$ cat src/sv/assert_macros.svh
`ifndef ASSERT_MACROS_SVH
`define ASSERT_MACROS_SVH

// condition holds at every clock edge out of reset
`define CHK_ALWAYS(lbl, clk, rst_n, cond, msg) \
    lbl: assert property (@(posedge clk) disable iff (!rst_n) (cond)) else $error(msg);

// consequence holds in the same cycle as the antecedent
`define CHK_IMPL(lbl, clk, rst_n, ante, cons, msg) \
    lbl: assert property (@(posedge clk) disable iff (!rst_n) (ante) |-> (cons)) else $error(msg);

// consequence holds in the cycle after the antecedent
`define CHK_NEXT(lbl, clk, rst_n, ante, cons, msg) \
    lbl: assert property (@(posedge clk) disable iff (!rst_n) (ante) |=> (cons)) else $error(msg);

`endif

$ cat src/sv/mbps_pkg.sv
package mbps_pkg;

    localparam int PATTERN_BYTES_DEF = 16;
    localparam int OFFSET_BITS_DEF   = 32;
    localparam int PAT_MAX_BYTES     = 16;
    localparam int OUT_OFFSET_W      = 32;
    localparam int CFG_INDEX_W       = 8;
    localparam int CFG_DATA_W        = 64;
    localparam int CARE_W            = 16;
    localparam int LEN_REG_W         = 5;
    localparam int QUEUE_DEPTH       = 4;

    localparam logic [CFG_INDEX_W-1:0] CFG_PATTERN_LOW    = 8'd0;
    localparam logic [CFG_INDEX_W-1:0] CFG_PATTERN_HIGH   = 8'd1;
    localparam logic [CFG_INDEX_W-1:0] CFG_CARE_MASK      = 8'd2;
    localparam logic [CFG_INDEX_W-1:0] CFG_PATTERN_LENGTH = 8'd3;

    typedef struct packed {
        logic [7:0] data_byte;
        logic       last_byte;
    } t_scan_in;

    typedef struct packed {
        logic                    found;
        logic [OUT_OFFSET_W-1:0] match_offset;
    } t_scan_out;

    // one classified byte passed from front to back
    typedef struct packed {
        logic                    hit;
        logic                    last;
        logic [OUT_OFFSET_W-1:0] offset;
    } t_scan_ev;

    typedef struct packed {
        logic     valid;
        t_scan_ev ev;
    } t_q_head;

endpackage

$ cat src/sv/mbps_queue.sv
`include "assert_macros.svh"

module mbps_queue (
    input  logic               i_clk,
    input  logic               i_rst_n,
    input  logic               i_push,
    input  mbps_pkg::t_scan_ev i_ev,
    output logic               o_full,
    input  logic               i_pop,
    output mbps_pkg::t_q_head  o_head
);
    import mbps_pkg::*;

    localparam int PTR_W = $clog2(QUEUE_DEPTH);
    localparam int CNT_W = $clog2(QUEUE_DEPTH + 1);

    t_scan_ev         r_mem [QUEUE_DEPTH];
    logic [PTR_W-1:0] r_wr;
    logic [PTR_W-1:0] r_rd;
    logic [CNT_W-1:0] r_count;
    logic [CNT_W-1:0] n_count;

    assign o_full       = (r_count == CNT_W'(QUEUE_DEPTH));
    assign o_head.valid = (r_count != '0);
    assign o_head.ev    = r_mem[r_rd];

    always_comb begin
        n_count = r_count;
        if (i_push && !i_pop) begin
            n_count = r_count + 1'b1;
        end else if (!i_push && i_pop) begin
            n_count = r_count - 1'b1;
        end
    end

    always_ff @(posedge i_clk) begin
        if (!i_rst_n) begin
            r_wr    <= '0;
            r_rd    <= '0;
            r_count <= '0;
        end else begin
            r_count <= n_count;
            if (i_push) begin
                r_wr <= r_wr + 1'b1;
            end
            if (i_pop) begin
                r_rd <= r_rd + 1'b1;
            end
        end
    end

    always_ff @(posedge i_clk) begin
        if (i_push) begin
            r_mem[r_wr] <= i_ev;
        end
    end

    `CHK_ALWAYS(a_cnt_max, i_clk, i_rst_n, r_count <= CNT_W'(QUEUE_DEPTH), "queue count above depth")
    `CHK_IMPL(a_no_pop_empty, i_clk, i_rst_n, i_pop, r_count != '0, "pop from empty queue")

endmodule

$ cat src/sv/mbps_front.sv
`include "assert_macros.svh"

module mbps_front #(
    parameter int PATTERN_BYTES = mbps_pkg::PATTERN_BYTES_DEF,
    parameter int OFFSET_BITS   = mbps_pkg::OFFSET_BITS_DEF
) (
    input  logic                             i_clk,
    input  logic                             i_rst_n,
    input  logic                             i_cfg_valid,
    input  logic [mbps_pkg::CFG_INDEX_W-1:0] i_cfg_index,
    input  logic [mbps_pkg::CFG_DATA_W-1:0]  i_cfg_data,
    input  logic                             i_valid,
    input  mbps_pkg::t_scan_in               i_data,
    output logic                             o_ready,
    output logic                             o_push,
    output mbps_pkg::t_scan_ev               o_ev,
    input  logic                             i_q_full
);
    import mbps_pkg::*;

    localparam int LEN_W = $clog2(PATTERN_BYTES + 1);
    localparam int IDX_W = (PATTERN_BYTES > 1) ? $clog2(PATTERN_BYTES) : 1;
    localparam logic [OFFSET_BITS-1:0] POS_MAX = '1;
    localparam logic [LEN_W-1:0]       LEN_MAX = LEN_W'(PATTERN_BYTES);

    logic [CFG_DATA_W-1:0]  r_pat_low;
    logic [CFG_DATA_W-1:0]  r_pat_high;
    logic [CARE_W-1:0]      r_care;
    logic [LEN_W-1:0]       r_len;
    logic [LEN_W-1:0]       n_len;
    logic [LEN_REG_W-1:0]   cfg_len;

    logic [7:0]             r_win [PATTERN_BYTES];
    logic [7:0]             n_win [PATTERN_BYTES];
    logic [OFFSET_BITS-1:0] r_pos;
    logic [OFFSET_BITS-1:0] n_pos;
    logic [OFFSET_BITS-1:0] base_pos;
    logic                   r_last;
    logic                   r_s1_valid;

    logic                    accept;
    logic [2*CFG_DATA_W-1:0] pat_all;
    logic [PATTERN_BYTES-1:0] byte_ok;
    logic [OFFSET_BITS-1:0]  diff;

    assign accept  = i_valid && o_ready;
    assign o_ready = !r_s1_valid || !i_q_full;
    assign o_push  = r_s1_valid && !i_q_full;
    assign pat_all = {r_pat_high, r_pat_low};

    // length clamp done once at write time
    assign cfg_len = i_cfg_data[LEN_REG_W-1:0];
    always_comb begin
        if (cfg_len == '0) begin
            n_len = LEN_W'(1);
        end else if (int'(cfg_len) > PATTERN_BYTES) begin
            n_len = LEN_MAX;
        end else begin
            n_len = LEN_W'(cfg_len);
        end
    end

    always_ff @(posedge i_clk) begin
        if (!i_rst_n) begin
            r_pat_low  <= '0;
            r_pat_high <= '0;
            r_care     <= '0;
            r_len      <= LEN_W'(1);
        end else if (i_cfg_valid) begin
            case (i_cfg_index)
                CFG_PATTERN_LOW: begin
                    r_pat_low <= i_cfg_data;
                end
                CFG_PATTERN_HIGH: begin
                    r_pat_high <= i_cfg_data;
                end
                CFG_CARE_MASK: begin
                    r_care <= i_cfg_data[CARE_W-1:0];
                end
                CFG_PATTERN_LENGTH: begin
                    r_len <= n_len;
                end
                default: begin
                end
            endcase
        end
    end

    // window shift, cleared after a region's last byte
    always_comb begin
        n_win[0] = i_data.data_byte;
        for (int k = 1; k < PATTERN_BYTES; k++) begin
            n_win[k] = r_last ? 8'h00 : r_win[k-1];
        end
        base_pos = r_last ? '0 : r_pos;
        n_pos    = (base_pos == POS_MAX) ? base_pos : base_pos + 1'b1;
    end

    always_ff @(posedge i_clk) begin
        if (!i_rst_n) begin
            r_last     <= 1'b1;
            r_s1_valid <= 1'b0;
        end else begin
            if (accept) begin
                r_last     <= i_data.last_byte;
                r_s1_valid <= 1'b1;
            end else if (o_push) begin
                r_s1_valid <= 1'b0;
            end
        end
    end

    always_ff @(posedge i_clk) begin
        if (accept) begin
            r_win <= n_win;
            r_pos <= n_pos;
        end
    end

    for (genvar k = 0; k < PATTERN_BYTES; k++) begin : g_cmp
        if (k < PAT_MAX_BYTES) begin : g_care
            logic [IDX_W-1:0] sel;
            assign sel = IDX_W'(r_len - LEN_W'(k + 1));
            assign byte_ok[k] = (LEN_W'(k) >= r_len) || !r_care[k]
                             || (pat_all[8*k +: 8] == r_win[sel]);
        end else begin : g_wild
            assign byte_ok[k] = 1'b1;
        end
    end

    assign diff        = r_pos - OFFSET_BITS'(r_len);
    assign o_ev.hit    = (&byte_ok) && (r_pos >= OFFSET_BITS'(r_len));
    assign o_ev.last   = r_last;
    assign o_ev.offset = OUT_OFFSET_W'(diff);

    `CHK_NEXT(a_pos_nonzero, i_clk, i_rst_n, accept, r_pos != '0, "position zero after a beat")
    `CHK_NEXT(a_s1_hold, i_clk, i_rst_n, r_s1_valid && i_q_full, r_s1_valid, "stage dropped while queue full")

endmodule

$ cat src/sv/mbps_back.sv
`include "assert_macros.svh"

module mbps_back (
    input  logic                i_clk,
    input  logic                i_rst_n,
    input  mbps_pkg::t_q_head   i_head,
    output logic                o_pop,
    output logic                o_valid,
    output mbps_pkg::t_scan_out o_data,
    input  logic                i_ready
);
    import mbps_pkg::*;

    logic      r_seen;
    logic      r_out_valid;
    t_scan_out r_out;
    t_scan_out n_out;
    logic      found;
    logic      needs;
    logic      slot_free;
    logic      load;

    assign found     = i_head.ev.hit && !r_seen;
    assign needs     = found || (i_head.ev.last && !r_seen);
    assign slot_free = !r_out_valid || i_ready;
    assign o_pop     = i_head.valid && (!needs || slot_free);
    assign load      = o_pop && needs;

    assign n_out.found        = found;
    assign n_out.match_offset = found ? i_head.ev.offset : '0;

    assign o_valid = r_out_valid;
    assign o_data  = r_out;

    always_ff @(posedge i_clk) begin
        if (!i_rst_n) begin
            r_seen      <= 1'b0;
            r_out_valid <= 1'b0;
        end else begin
            if (o_pop) begin
                r_seen <= i_head.ev.last ? 1'b0 : (r_seen || i_head.ev.hit);
            end
            if (load) begin
                r_out_valid <= 1'b1;
            end else if (i_ready) begin
                r_out_valid <= 1'b0;
            end
        end
    end

    always_ff @(posedge i_clk) begin
        if (load) begin
            r_out <= n_out;
        end
    end

    `CHK_NEXT(a_seen_after_hit, i_clk, i_rst_n, o_pop && found && !i_head.ev.last, r_seen, "match not remembered")
    `CHK_IMPL(a_miss_zero, i_clk, i_rst_n, r_out_valid && !r_out.found, r_out.match_offset == '0, "miss with offset")

endmodule

$ cat src/sv/masked_byte_pattern_scan.sv
// Wildcard byte signature scanner. Takes one region byte per beat and reports, once per
// region, the offset of the first window of pattern_length bytes that matches the pattern
// (bytes with a clear care bit match anything); a region with no match gets one not-found
// beat on its last byte. Sustained rate is one byte per clock while the queue has room:
// the window compare is one registered stage of parallel byte comparators, then a
// four-entry queue, then the result register. Either side may stall without stopping
// the other until the queue fills. Registers are written through the config port, which
// is always ready; write them only while no bytes are in flight.

`include "assert_macros.svh"

module masked_byte_pattern_scan #(
    parameter int PATTERN_BYTES = mbps_pkg::PATTERN_BYTES_DEF,
    parameter int OFFSET_BITS   = mbps_pkg::OFFSET_BITS_DEF
) (
    input  logic                             i_clk,
    input  logic                             i_rst_n,
    input  logic                             i_cfg_valid,
    output logic                             o_cfg_ready,
    input  logic [mbps_pkg::CFG_INDEX_W-1:0] i_cfg_index,
    input  logic [mbps_pkg::CFG_DATA_W-1:0]  i_cfg_data,
    input  logic                             i_valid,
    output logic                             o_ready,
    input  mbps_pkg::t_scan_in               i_data,
    output logic                             o_valid,
    input  logic                             i_ready,
    output mbps_pkg::t_scan_out              o_data
);
    import mbps_pkg::*;

    logic     push;
    logic     q_full;
    logic     pop;
    t_scan_ev ev;
    t_q_head  head;

    assign o_cfg_ready = 1'b1;

    mbps_front #(
        .PATTERN_BYTES (PATTERN_BYTES),
        .OFFSET_BITS   (OFFSET_BITS)
    ) u_front (
        .i_clk       (i_clk),
        .i_rst_n     (i_rst_n),
        .i_cfg_valid (i_cfg_valid),
        .i_cfg_index (i_cfg_index),
        .i_cfg_data  (i_cfg_data),
        .i_valid     (i_valid),
        .i_data      (i_data),
        .o_ready     (o_ready),
        .o_push      (push),
        .o_ev        (ev),
        .i_q_full    (q_full)
    );

    mbps_queue u_queue (
        .i_clk   (i_clk),
        .i_rst_n (i_rst_n),
        .i_push  (push),
        .i_ev    (ev),
        .o_full  (q_full),
        .i_pop   (pop),
        .o_head  (head)
    );

    mbps_back u_back (
        .i_clk   (i_clk),
        .i_rst_n (i_rst_n),
        .i_head  (head),
        .o_pop   (pop),
        .o_valid (o_valid),
        .o_data  (o_data),
        .i_ready (i_ready)
    );

    `CHK_IMPL(a_push_room, i_clk, i_rst_n, push, !q_full, "push into full queue")
    `CHK_IMPL(a_pop_valid, i_clk, i_rst_n, pop, head.valid, "pop without queued beat")
    `CHK_NEXT(a_out_hold, i_clk, i_rst_n, o_valid && !i_ready, o_valid, "result dropped while stalled")

endmodule
$ cat config.mk
export PLATFORM = sky130hd
export DESIGN_NAME = masked_byte_pattern_scan
export DESIGN_NICKNAME = d
export VERILOG_FILES = /design/src/sv/mbps_pkg.sv /design/src/sv/mbps_queue.sv /design/src/sv/mbps_front.sv /design/src/sv/mbps_back.sv /design/src/sv/masked_byte_pattern_scan.sv
export VERILOG_INCLUDE_DIRS = /design/src /design/src/sv
export SDC_FILE = /design/constraint.sdc
export NUM_CORES = 1
export LEC_CHECK = 0
export ABC_CLOCK_PERIOD_IN_PS = 13900
export BUFFER_PORTS_ARGS = -buffer_cell sky130_fd_sc_hd__clkbuf_2
export CAP_MARGIN = 20
export CORE_MARGIN = 3
export CORE_UTILIZATION = 50
export CTS_BUF_LIST = sky130_fd_sc_hd__clkbuf_16
export DETAILED_ROUTE_END_ITERATION = 12
export PLACE_DENSITY = 0.67
export SLEW_MARGIN = 20
export SYNTH_ARGS = -nofsm -noshare
export SYNTH_HDL_FRONTEND = slang
export SYNTH_SLANG_ARGS = --single-unit
$ cat constraint.sdc
create_clock -name i_clk -period 13.9 [get_ports i_clk]
set_clock_uncertainty 0.2 [all_clocks]
set_input_delay 1.39 -clock i_clk [delete_from_list [all_inputs] [get_ports i_clk]]
set_output_delay 1.39 -clock i_clk [all_outputs]
set_load 0.02 [all_outputs]
==> results of run 1 <==
-- cell families (layout without fill, tap and decap cells) --
| logic type | count (synthesis) | count (layout) | synth area share |
|---|---|---|---|
| buffers and inverters | 180 | 278 | 0.0272 |
| muxes | 419 | 419 | 0.235 |
| other | 1 | 1 | 0.000132 |
| DFF | 491 | 491 | 0.462 |
| adders and majority gates | 27 | 27 | 0.0124 |
| AOI/OAI and AO/OA | 302 | 302 | 0.0711 |
| xor gates and xnor gates | 198 | 198 | 0.0616 |
| and+or+nand+nor | 738 | 738 | 0.130 |
-- worst paths after layout --
check	end	from	cells after the start	slack [ns]
setup reg to reg	u_queue.r_mem[0][33]	u_front.r_len[2]	13	8.38
hold / removal	u_front.r_pat_high[41]	u_front.r_pat_high[41]	2	0.28
setup / recovery	u_queue.r_mem[0][33]	u_front.r_len[2]	13	8.38
hold reg to reg	u_front.r_pat_high[41]	u_front.r_pat_high[41]	2	0.28
-- critical path: stages, from the launching register on --
cell	delay (ns)
dfxtp_2	0.31
buf_4	0.53
inv_1	0.31
buf_4	0.32
ha_1	0.79
nand2_1	0.55
o22ai_1	0.33
o21ai_0	0.17
and3_1	0.26
nor4_1	0.24
a41oi_1	0.16
a221oi_1	0.31
nand4_1	0.22
nor4_2	0.53
-- sequential cells by signal, indices dropped and copies added, names as in the netlist, 2 cells and up, named ones only --
signal / flops
u_queue.r_mem: 136
u_front.r_win: 128
u_queue.r_wr: 2
u_front.r_pat_high: 64
u_front.r_pos: 32
u_front.r_care: 16
u_queue.r_count: 3
u_front.r_pat_low: 64
u_back.o_data: 33
u_queue.r_rd: 2
u_front.r_len: 5
-- placed cells by master, fill, tap and decap left out, drive strengths merged, types with 3 or more instances in the layout --
cell type / Yosys / final
and4: 3 / 3
edfxtp: 329 / 329
o21a: 3 / 3
nor3: 11 / 11
nor2: 56 / 56
mux4: 194 / 194
nor4: 22 / 22
or4: 3 / 3
clkbuf: 107 / 172
a21boi: 136 / 136
nor3b: 4 / 4
o21ai: 46 / 46
nand4: 35 / 35
dfxtp: 162 / 162
or3: 10 / 10
nand2: 314 / 314
nand3: 32 / 32
and3: 15 / 15
mux2i: 176 / 176
bufinv: 0 / 6
clkinvlp: 0 / 7
clkinv: 0 / 22
inv: 24 / 36
a31oi: 5 / 5
o221ai: 4 / 4
buf: 49 / 35
or2: 6 / 6
mux2: 49 / 49
o22ai: 36 / 36
xnor2: 106 / 106
o211ai: 4 / 4
o22a: 5 / 5
and2: 13 / 13
a22oi: 3 / 3
xor2: 92 / 92
nor2b: 190 / 190
nand2b: 17 / 17
ha: 25 / 25
a21oi: 45 / 45
-- per-stage QoR --
step / area (sq um) / instances / hold slack (ns)
after global routing: 31400 / 3202 / 0.302
after detailed placement: 29600 / 3102 / 0.270
after CTS: 31400 / 3202 / 0.278
after floorplan: 28400 / 2356 / 0.243
after global placement: 29600 / 3101 / 0.254
final: 31400 / 3202 / 0.277
-- layer usage --
layer / up-vias / track usage
met2: 813 / 0.466
met1: 9960 / 0.349
met4: 0 / 0.140
li1: 8858 / -
met3: 205 / 0.0507
met5: - / 0
-- power breakdown --
| group | internal, mW | leakage, nW | switching, mW |
|---|---|---|---|
| combinational | 0.300 | 5.86 | 0.422 |
| clock | 0.814 | 0.881 | 0.612 |
| sequential | 1.73 | 4.51 | 0.0896 |
-- cell type report --
type,count,area share
flip-flops and latches,491,0.418
well taps,748,0.0298
clock inverters,47,0.0141
multi-input cells,1685,0.465
clock buffers,53,0.0422
repair buffers,154,0.0278
inverters,24,0.00287
==> flow_summary.json, run 1 <==
{
  "run_status": "complete, no violations",
  "hp-class": "register to register",
  "cellLeakagePower_nw": 11.3,
  "finalCoreUtilization": 0.565,
  "fmax_ghz": 0.181,
  "multiInputGateArea_sq_um": 14600,
  "clkSlewWorstSetupHoldPaths_ns": 0.07,
  "viasPerCell": 6.19,
  "clock_tree.root_cell": "clkbuf_16",
  "grt_pass1_wl_microns": 125000,
  "cp-start-kind": "register",
  "fin_ws_ns": 8.38,
  "drive_above_1_share": 0.209,
  "timing.final.crit_share": 0.397,
  "vdd_drop_max_v": 0.0000914,
  "synthTopCellsByArea": "edfxtp_1 (35%), mux4_2 (15%), dfxtp_1 (11%)",
  "grt_max_degree": 162,
  "yosys_most_used_dff": "edfxtp_1",
  "core_sq_um": 55600,
  "detail-route-antenna-nets": 0,
  "worstSetupPathType": "register to register",
  "wire_per_inst_microns": 26.1,
  "wl_met3_microns": 5710,
  "synthTopCellsByCount": "edfxtp_1 (329), nand2_1 (314), mux4_2 (194)",
  "die_height_microns": 244,
  "cp_max_fo": 45,
  "postCtsSetupBuffers": 0,
  "slew_violations": 0,
  "synthToLayoutAreaGrowth_pct": 10.7,
  "synth_area_leader_cell": "edfxtp_1",
  "synth-seq-area-share": 0.462,
  "detailed_place_hpwl_microns": 60300,
  "dp_slack_ns": 8.46,
  "nNetsFinal": 2522,
  "gr-usage-all-layers": 0.279,
  "setup_viol_count_final": 0,
  "diodes": 0,
  "ff_latch_area_sq_um": 13100,
  "drt-total-wl_microns": 83500,
  "cts_buffer_depth": 3,
  "wl_met2_microns": 40800,
  "post_cts_resized": 0,
  "drtIter0Drc": 1810,
  "syn_nets": 2469,
  "cts_tree": "yes",
  "synth_seq_cells": 491,
  "vias": 19836,
  "post-synth-top-count-cell": "edfxtp_1",
  "finalSetupTns_ns": 0,
  "power_density_nw_per_um2": 126,
  "cts_buffers": 53,
  "cp.arrival_ns": 5.68,
  "power_mw": 3.97,
  "end_kind": "register",
  "first_global_vias": 19684,
  "start_util": 0.510,
  "fp.dieArea_sq_um": 59700,
  "rows": 86,
  "syn_inst": 2356,
  "maxCapViolCount": 0,
  "cts_hold_buf": 0,
  "drt_first_pass_iters": 6,
  "topRoutingLayerUsed": "met4",
  "fill_cells": 4634,
  "antenna_found_initial": 1,
  "portBuffers": 120,
  "netlist.area_leader.share": 0.348,
  "htreeDepth": 2,
  "finalHoldViolCount": 0,
  "drc": 0,
  "final.min_clock_period_ns": 5.52,
  "required_ns": 14.06,
  "ios": 122,
  "grt_overflow": 0,
  "ys_async_sr_fraction": 0,
  "routabilityCongestion": 1.03,
  "synthDistinctLibCells": 62,
  "slew_headroom": 0.318,
  "ys_warn_count": 0,
  "syn_area_sq_um": 28400,
  "drt-met1-wl_microns": 32200,
  "worst_pin_slew_ns": 1.02,
  "clk_latency_ns": 0.63,
  "synth_edf_count": 329,
  "die_w_microns": 244,
  "rsz0062_at_grt": "false",
  "cts_sinks": 491,
  "synth.avg_cell_area_sq_um": 12.0
}
(Power assumes the default switching activity.)
==> run 2, diff against run 1 <==
--- a/config.mk
+++ b/config.mk
@@ -6,14 +6,14 @@
 export SDC_FILE = /design/constraint.sdc
 export NUM_CORES = 1
 export LEC_CHECK = 0
-export ABC_CLOCK_PERIOD_IN_PS = 13900
+export ABC_CLOCK_PERIOD_IN_PS = 4600
 export BUFFER_PORTS_ARGS = -buffer_cell sky130_fd_sc_hd__clkbuf_2
 export CAP_MARGIN = 20
 export CORE_MARGIN = 3
 export CORE_UTILIZATION = 50
 export CTS_BUF_LIST = sky130_fd_sc_hd__clkbuf_16
 export DETAILED_ROUTE_END_ITERATION = 12
-export PLACE_DENSITY = 0.67
+export PLACE_DENSITY = 0.69
 export SLEW_MARGIN = 20
 export SYNTH_ARGS = -nofsm -noshare
 export SYNTH_HDL_FRONTEND = slang
==> constraint.sdc (replaced) <==
create_clock -name i_clk -period 4.6 [get_ports i_clk]
set_clock_uncertainty 0.2 [all_clocks]
set_input_delay 0.46 -clock i_clk [delete_from_list [all_inputs] [get_ports i_clk]]
set_output_delay 0.46 -clock i_clk [all_outputs]
set_load 0.02 [all_outputs]
==> run 2 against run 1 <==
  * Fmax increased by 23%
  * Critical path depth unchanged
  * Global-route usage increased by 0.26 points
  * Worst setup slack got worse by 8.3 ns
  * Final area increased by 3.8%
  * Die area unchanged
  * Core utilization increased by 2.2 points
  * Register-to-register slack got worse by 8.3 ns
  * Worst hold slack got worse by 0.12 ns
==> flow_summary.json, run 2 (synthesis results as in run 1) <==
{
  "max_stage_delay_ns": 0.52,
  "drc": 0,
  "top_regs": "u_queue.r_mem (136), u_front.r_win (128)",
  "synthToLayoutAreaGrowth_pct": 14.9,
  "layout_common_cells": "edfxtp_1 (329), nand2_1 (314), mux4_2 (194)",
  "ios": 122,
  "finalHoldViolCount": 0,
  "drt_first_pass_iters": 6,
  "grt_max_degree": 96,
  "viasPerCell": 6.14,
  "clk_latency_ns": 0.62,
  "rows": 86,
  "worstSetupPathType": "register to register",
  "core_sq_um": 55600,
  "slew_violations": 0,
  "cp.arrival_ns": 4.78,
  "cp_slowest_cell": "xnor2_2",
  "power_density_nw_per_um2": 378,
  "postCtsSetupBuffers": 0,
  "die_w_microns": 244,
  "portBuffers": 120,
  "whs_endpoint": "u_front.r_pat_low[17]",
  "drtIter0Drc": 1804,
  "grt_pass1_wl_microns": 128000,
  "setup_viol_count_final": 0,
  "drive_above_1_share": 0.217,
  "vdd_drop_max_v": 0.000377,
  "r2r_end": "u_queue.r_mem[1][33]",
  "hold_depth": 2,
  "htreeDepth": 2,
  "rsz0062_at_grt": "false",
  "layout_commonest_cell": "edfxtp_1",
  "final.min_clock_period_ns": 4.49,
  "grt_overflow": 0,
  "worst_pin_slew_ns": 1.01,
  "gr-usage-all-layers": 0.282,
  "cts_buffers": 54,
  "first_global_vias": 20268,
  "cp-start-kind": "register",
  "cts_sinks": 491,
  "detail-route-antenna-nets": 0,
  "finalSetupTns_ns": 0,
  "reg2reg_depth": 13,
  "start_util": 0.510,
  "cp_top_family": "simple AND/OR/NAND/NOR gates",
  "fp.dieArea_sq_um": 59700,
  "reg2reg_slack_ns": 0.11,
  "run_status": "complete, no violations",
  "cts_buffer_depth": 3,
  "cts_tree": "yes",
  "maxCapViolCount": 0,
  "timing.final.crit_share": 0.976,
  "path_cells": "buf_12 -> ha_1 -> xnor2_2 -> buf_4 -> mux2i_1 -> mux2i_1 -> xor2_1 -> nor4_1 -> a21oi_1 -> nor2_1 -> nand4_1 -> nor4_2 -> buf_4",
  "required_ns": 4.89,
  "min_from": "i_rst_n",
  "r2r_start": "u_front.r_len[0]",
  "fin_ws_ns": 0.109,
  "routabilityCongestion": 1.01,
  "cellLeakagePower_nw": 11.8,
  "drt-total-wl_microns": 84300,
  "cp.buffers_inverters": 3,
  "nNetsFinal": 2642,
  "clock_tree.root_cell": "clkbuf_16",
  "wire_per_inst_microns": 25.4,
  "largest_reg_flops": 136,
  "cp_max_fo": 50,
  "antenna_found_initial": 0,
  "die_height_microns": 244,
  "clkSlewWorstSetupHoldPaths_ns": 0.06,
  "vias": 20399,
  "diodes": 0,
  "largest_register": "u_queue.r_mem",
  "dp_slack_ns": 0.232,
  "slew_headroom": 0.326,
  "end_kind": "register",
  "hp-class": "input pin to register",
  "detailed_place_hpwl_microns": 61000,
  "cp_num_cells": 13,
  "fmax_ghz": 0.223
}
## run 2: how the worst max path moves through the flow
stage / from / end
CTS: u_front.r_len[2] / u_queue.r_mem[3][33]
global placement: u_front.r_len[0] / u_queue.r_mem[0][33]
detailed placement: u_front.r_len[2] / u_queue.r_mem[3][33]
finish: u_front.r_len[0] / u_queue.r_mem[1][33]
global route: u_front.r_len[0] / u_queue.r_mem[1][33]
floorplan: u_front.r_len[1] / u_queue.r_mem[0][33]
## run 2: final cells by class
| type | instances | area, sq um |
|---|---|---|
| sequential | 491 | 13100 |
| inverter | 24 | 90.1 |
| tap | 748 | 936 |
| timing repair buffer | 273 | 2000 |
| clock buffer | 55 | 1380 |
| fill | 4475 | 23000 |
| clock inverter | 47 | 528 |
| multi-input combinational | 1685 | 14600 |
## run 2: where the power goes
part | switching, mW | internal, mW | leakage (nW)
logic | 1.24 | 0.954 | 6.37
clock network | 1.88 | 2.71 | 0.929
registers | 0.317 | 5.23 | 4.51
total | 3.44 | 8.89 | 11.8
## run 2: worst reg2reg max path: stages (launching register included)
cell     delay (ns)
dfxtp_4        0.37
buf_12         0.21
ha_1           0.33
xnor2_2        0.52
buf_4          0.36
mux2i_1        0.51
mux2i_1        0.18
xor2_1         0.17
nor4_1         0.43
a21oi_1        0.20
nor2_1         0.13
nand4_1        0.12
nor4_2         0.44
buf_4          0.19
## run 2: timing repair
action,in CTS,in global routing
hold buffers,75,0
gates resized for setup,0,3
setup endpoints to repair,0,4
endpoints found under the hold margin,149,0
## run 2: through the flow
| step | area [sq um] | std cells | utilization | power (mW) | hold WS (ns) |
|---|---|---|---|---|---|
| after floorplan | 28400 | 2356 | - | 7.03 | 0.243 |
| after global routing | 32600 | 3323 | 0.586 | 12.8 | 0.158 |
| after global placement | 30000 | 3146 | 0.539 | 7.73 | 0.261 |
| after detailed placement | 30000 | 3146 | 0.539 | 7.79 | 0.271 |
| final | 32600 | 3323 | 0.586 | 12.3 | 0.156 |
| after CTS | 32600 | 3323 | 0.586 | 12.4 | 0.116 |
## run 2: per-layer routing
layer	global-route usage	routed length, microns	up-vias
met4	0.125	4160	0
met2	0.468	40700	888
met5	0	0	-
met1	0.366	33400	10223
li1	-	-	9092
met3	0.0443	5930	196
==> run 3, diff against run 2 <==
--- a/config.mk
+++ b/config.mk
@@ -8,8 +8,8 @@
 export LEC_CHECK = 0
 export ABC_CLOCK_PERIOD_IN_PS = 4600
 export BUFFER_PORTS_ARGS = -buffer_cell sky130_fd_sc_hd__clkbuf_2
-export CAP_MARGIN = 20
-export CORE_MARGIN = 3
+export CAP_MARGIN = 15
+export CORE_MARGIN = 5
 export CORE_UTILIZATION = 50
 export CTS_BUF_LIST = sky130_fd_sc_hd__clkbuf_16
 export DETAILED_ROUTE_END_ITERATION = 12
==> constraint.sdc (replaced) <==
create_clock -name i_clk -period 4.6 [get_ports i_clk]
set_clock_uncertainty 0.2 [all_clocks]
set_input_delay 0.92 -clock i_clk [delete_from_list [all_inputs] [get_ports i_clk]]
set_output_delay 0.92 -clock i_clk [all_outputs]
set_load 0.02 [all_outputs]
==> run 3 against run 2 <==
  * Die area grew 3.3%
  * Total power down 2.7%
  * Clock power shrank 6.8%
  * Sequential share of layout area rose by 0.91 points
  * Register-to-register slack is essentially flat
  * Flip-flop and latch count is the same
  * Worst hold slack better by 0.11 ns
==> flow_summary.json, run 3 (synthesis results as in run 1) <==
{
  "rows": 87,
  "cts_sinks": 491,
  "cp_common_cell": "buf_4",
  "worst_pin_slew_ns": 1.18,
  "finalHoldViolCount": 0,
  "gr-usage-all-layers": 0.271,
  "cts_buffers": 54,
  "slew_headroom": 0.208,
  "clkSlewWorstSetupHoldPaths_ns": 0.07,
  "cellLeakagePower_nw": 11.5,
  "worstSetupPathType": "register to register",
  "largest_register": "u_queue.r_mem",
  "vdd_drop_max_v": 0.000305,
  "drt-total-wl_microns": 83900,
  "drt_first_pass_iters": 8,
  "layout_commonest_cell": "edfxtp_1",
  "htreeDepth": 2,
  "reg2reg_depth": 12,
  "setup_viol_count_final": 0,
  "maxCapViolCount": 0,
  "cp.arrival_ns": 4.64,
  "wire_per_inst_microns": 25.7,
  "final.min_clock_period_ns": 4.49,
  "ff_latch_area_sq_um": 13100,
  "antenna_found_initial": 5,
  "hp-class": "input pin to register",
  "cts_buffer_depth": 3,
  "grt_overflow": 0,
  "clk_latency_ns": 0.63,
  "first_global_vias": 19812,
  "drtIter0Drc": 1721,
  "die_height_microns": 248,
  "required_ns": 4.75,
  "max_stage_delay_ns": 0.81,
  "finalSetupTns_ns": 0,
  "r2r_end": "u_queue.r_mem[3][33]",
  "rsz0062_at_grt": "false",
  "fp.dieArea_sq_um": 61600,
  "ios": 122,
  "die_w_microns": 248,
  "start_util": 0.504,
  "reg2reg_slack_ns": 0.11,
  "end_kind": "register",
  "slew_violations": 0,
  "dp_slack_ns": 0.284,
  "core_sq_um": 56300,
  "min_from": "i_data[5]",
  "vias": 20018,
  "routabilityCongestion": 1.00,
  "fin_ws_ns": 0.108,
  "cp_slowest_cell": "ha_1",
  "power_density_nw_per_um2": 376,
  "cts_tree": "yes",
  "multiInputGateArea_sq_um": 14600,
  "portBuffers": 120,
  "timing.final.crit_share": 0.977,
  "cp-start-kind": "register",
  "path_cells": "inv_1 -> buf_4 -> ha_1 -> buf_4 -> mux4_2 -> xor2_1 -> nor4_1 -> buf_4 -> a21oi_1 -> nor2_1 -> nand4_1 -> nor4_2",
  "drc": 0,
  "top_regs": "u_queue.r_mem (136), u_front.r_win (128)",
  "fill_cells": 4676,
  "fmax_ghz": 0.223,
  "hold_depth": 1,
  "viasPerCell": 6.12,
  "clock_tree.root_cell": "clkbuf_16",
  "cp_max_fo": 18,
  "grt_pass1_wl_microns": 126000,
  "cp_top_family": "simple AND/OR/NAND/NOR gates",
  "synthToLayoutAreaGrowth_pct": 12.4,
  "layout_common_cells": "edfxtp_1 (329), nand2_1 (314), mux4_2 (194)",
  "r2r_start": "u_front.r_len[2]",
  "grt_max_degree": 111,
  "run_status": "complete, no violations",
  "largest_reg_flops": 136,
  "whs_endpoint": "u_front.r_win[124]",
  "cp.buffers_inverters": 4,
  "detail-route-antenna-nets": 0,
  "drive_above_1_share": 0.223,
  "detailed_place_hpwl_microns": 62000,
  "nNetsFinal": 2582
}
## run 3: how the worst max path moves through the flow
stage,from,end,slack [ns],cells after the start
2_1_floorplan,u_front.r_len[1],u_queue.r_mem[0][33],0.08,14
3_3_place_gp,u_front.r_len[0],u_queue.r_mem[0][33],0.38,11
3_5_place_dp,u_front.r_len[2],u_queue.r_mem[3][33],0.28,12
4_1_cts,u_front.r_len[2],u_queue.r_mem[0][33],0.26,12
5_1_grt,u_front.r_len[2],u_queue.r_mem[0][33],0.01,14
6_report,u_front.r_len[2],u_queue.r_mem[3][33],0.11,12
## run 3: final cells by class
type | count | share of cell area
Timing Repair Buffer | 213 | 0.0444
Inverter | 24 | 0.00282
Clock inverter | 45 | 0.0113
Antenna cell | 1 | 0.0000784
Multi-Input combinational cell | 1685 | 0.456
Clock buffer | 56 | 0.0439
Tap cell | 756 | 0.0296
Sequential cell | 491 | 0.412
## run 3: worst reg2reg max path: cells and delay by family, from the launching register on
kind                       cells  cell delay (ns)
AOI/OAI and AO/OA              1             0.11
xor gates and xnor gates       1             0.15
adders and majority gates      1             0.81
buffers and inverters          4             0.87
DFF                            1             0.34
muxes                          1             0.53
and+or+nand+nor                4             1.20
## run 3: where the power goes
part	switching [mW]	internal, mW
logic	1.26	0.927
registers	0.293	5.23
clock network	1.85	2.44
## run 3: per-stage QoR
stage	cells	utilization	hold WS, ns	area, sq um	power (mW)
2_1_floorplan	2356	-	0.243	28400	7.03
3_3_place_gp	3169	0.535	0.254	30100	7.76
3_5_place_dp	3169	0.535	0.260	30100	7.81
4_1_cts	3270	0.567	0.233	31900	12.1
5_1_grt	3270	0.567	0.251	31900	12.5
6_report	3271	0.567	0.269	31900	12.0
## run 3: what timing repair did
action                                  CTS  global route
gates resized for setup                   0             1
hold buffers                              0             0
setup buffers                             0             0
endpoints found under the setup margin    0             4
## run 3: layer usage
metal  vias up  routed length, microns  GRT usage
met1     10017                   32800      0.346
li1       8977                       -          -
met3       191                    6220     0.0563
met4        10                    4390      0.123
met5         -                      57          0
met2       823                   40400      0.449
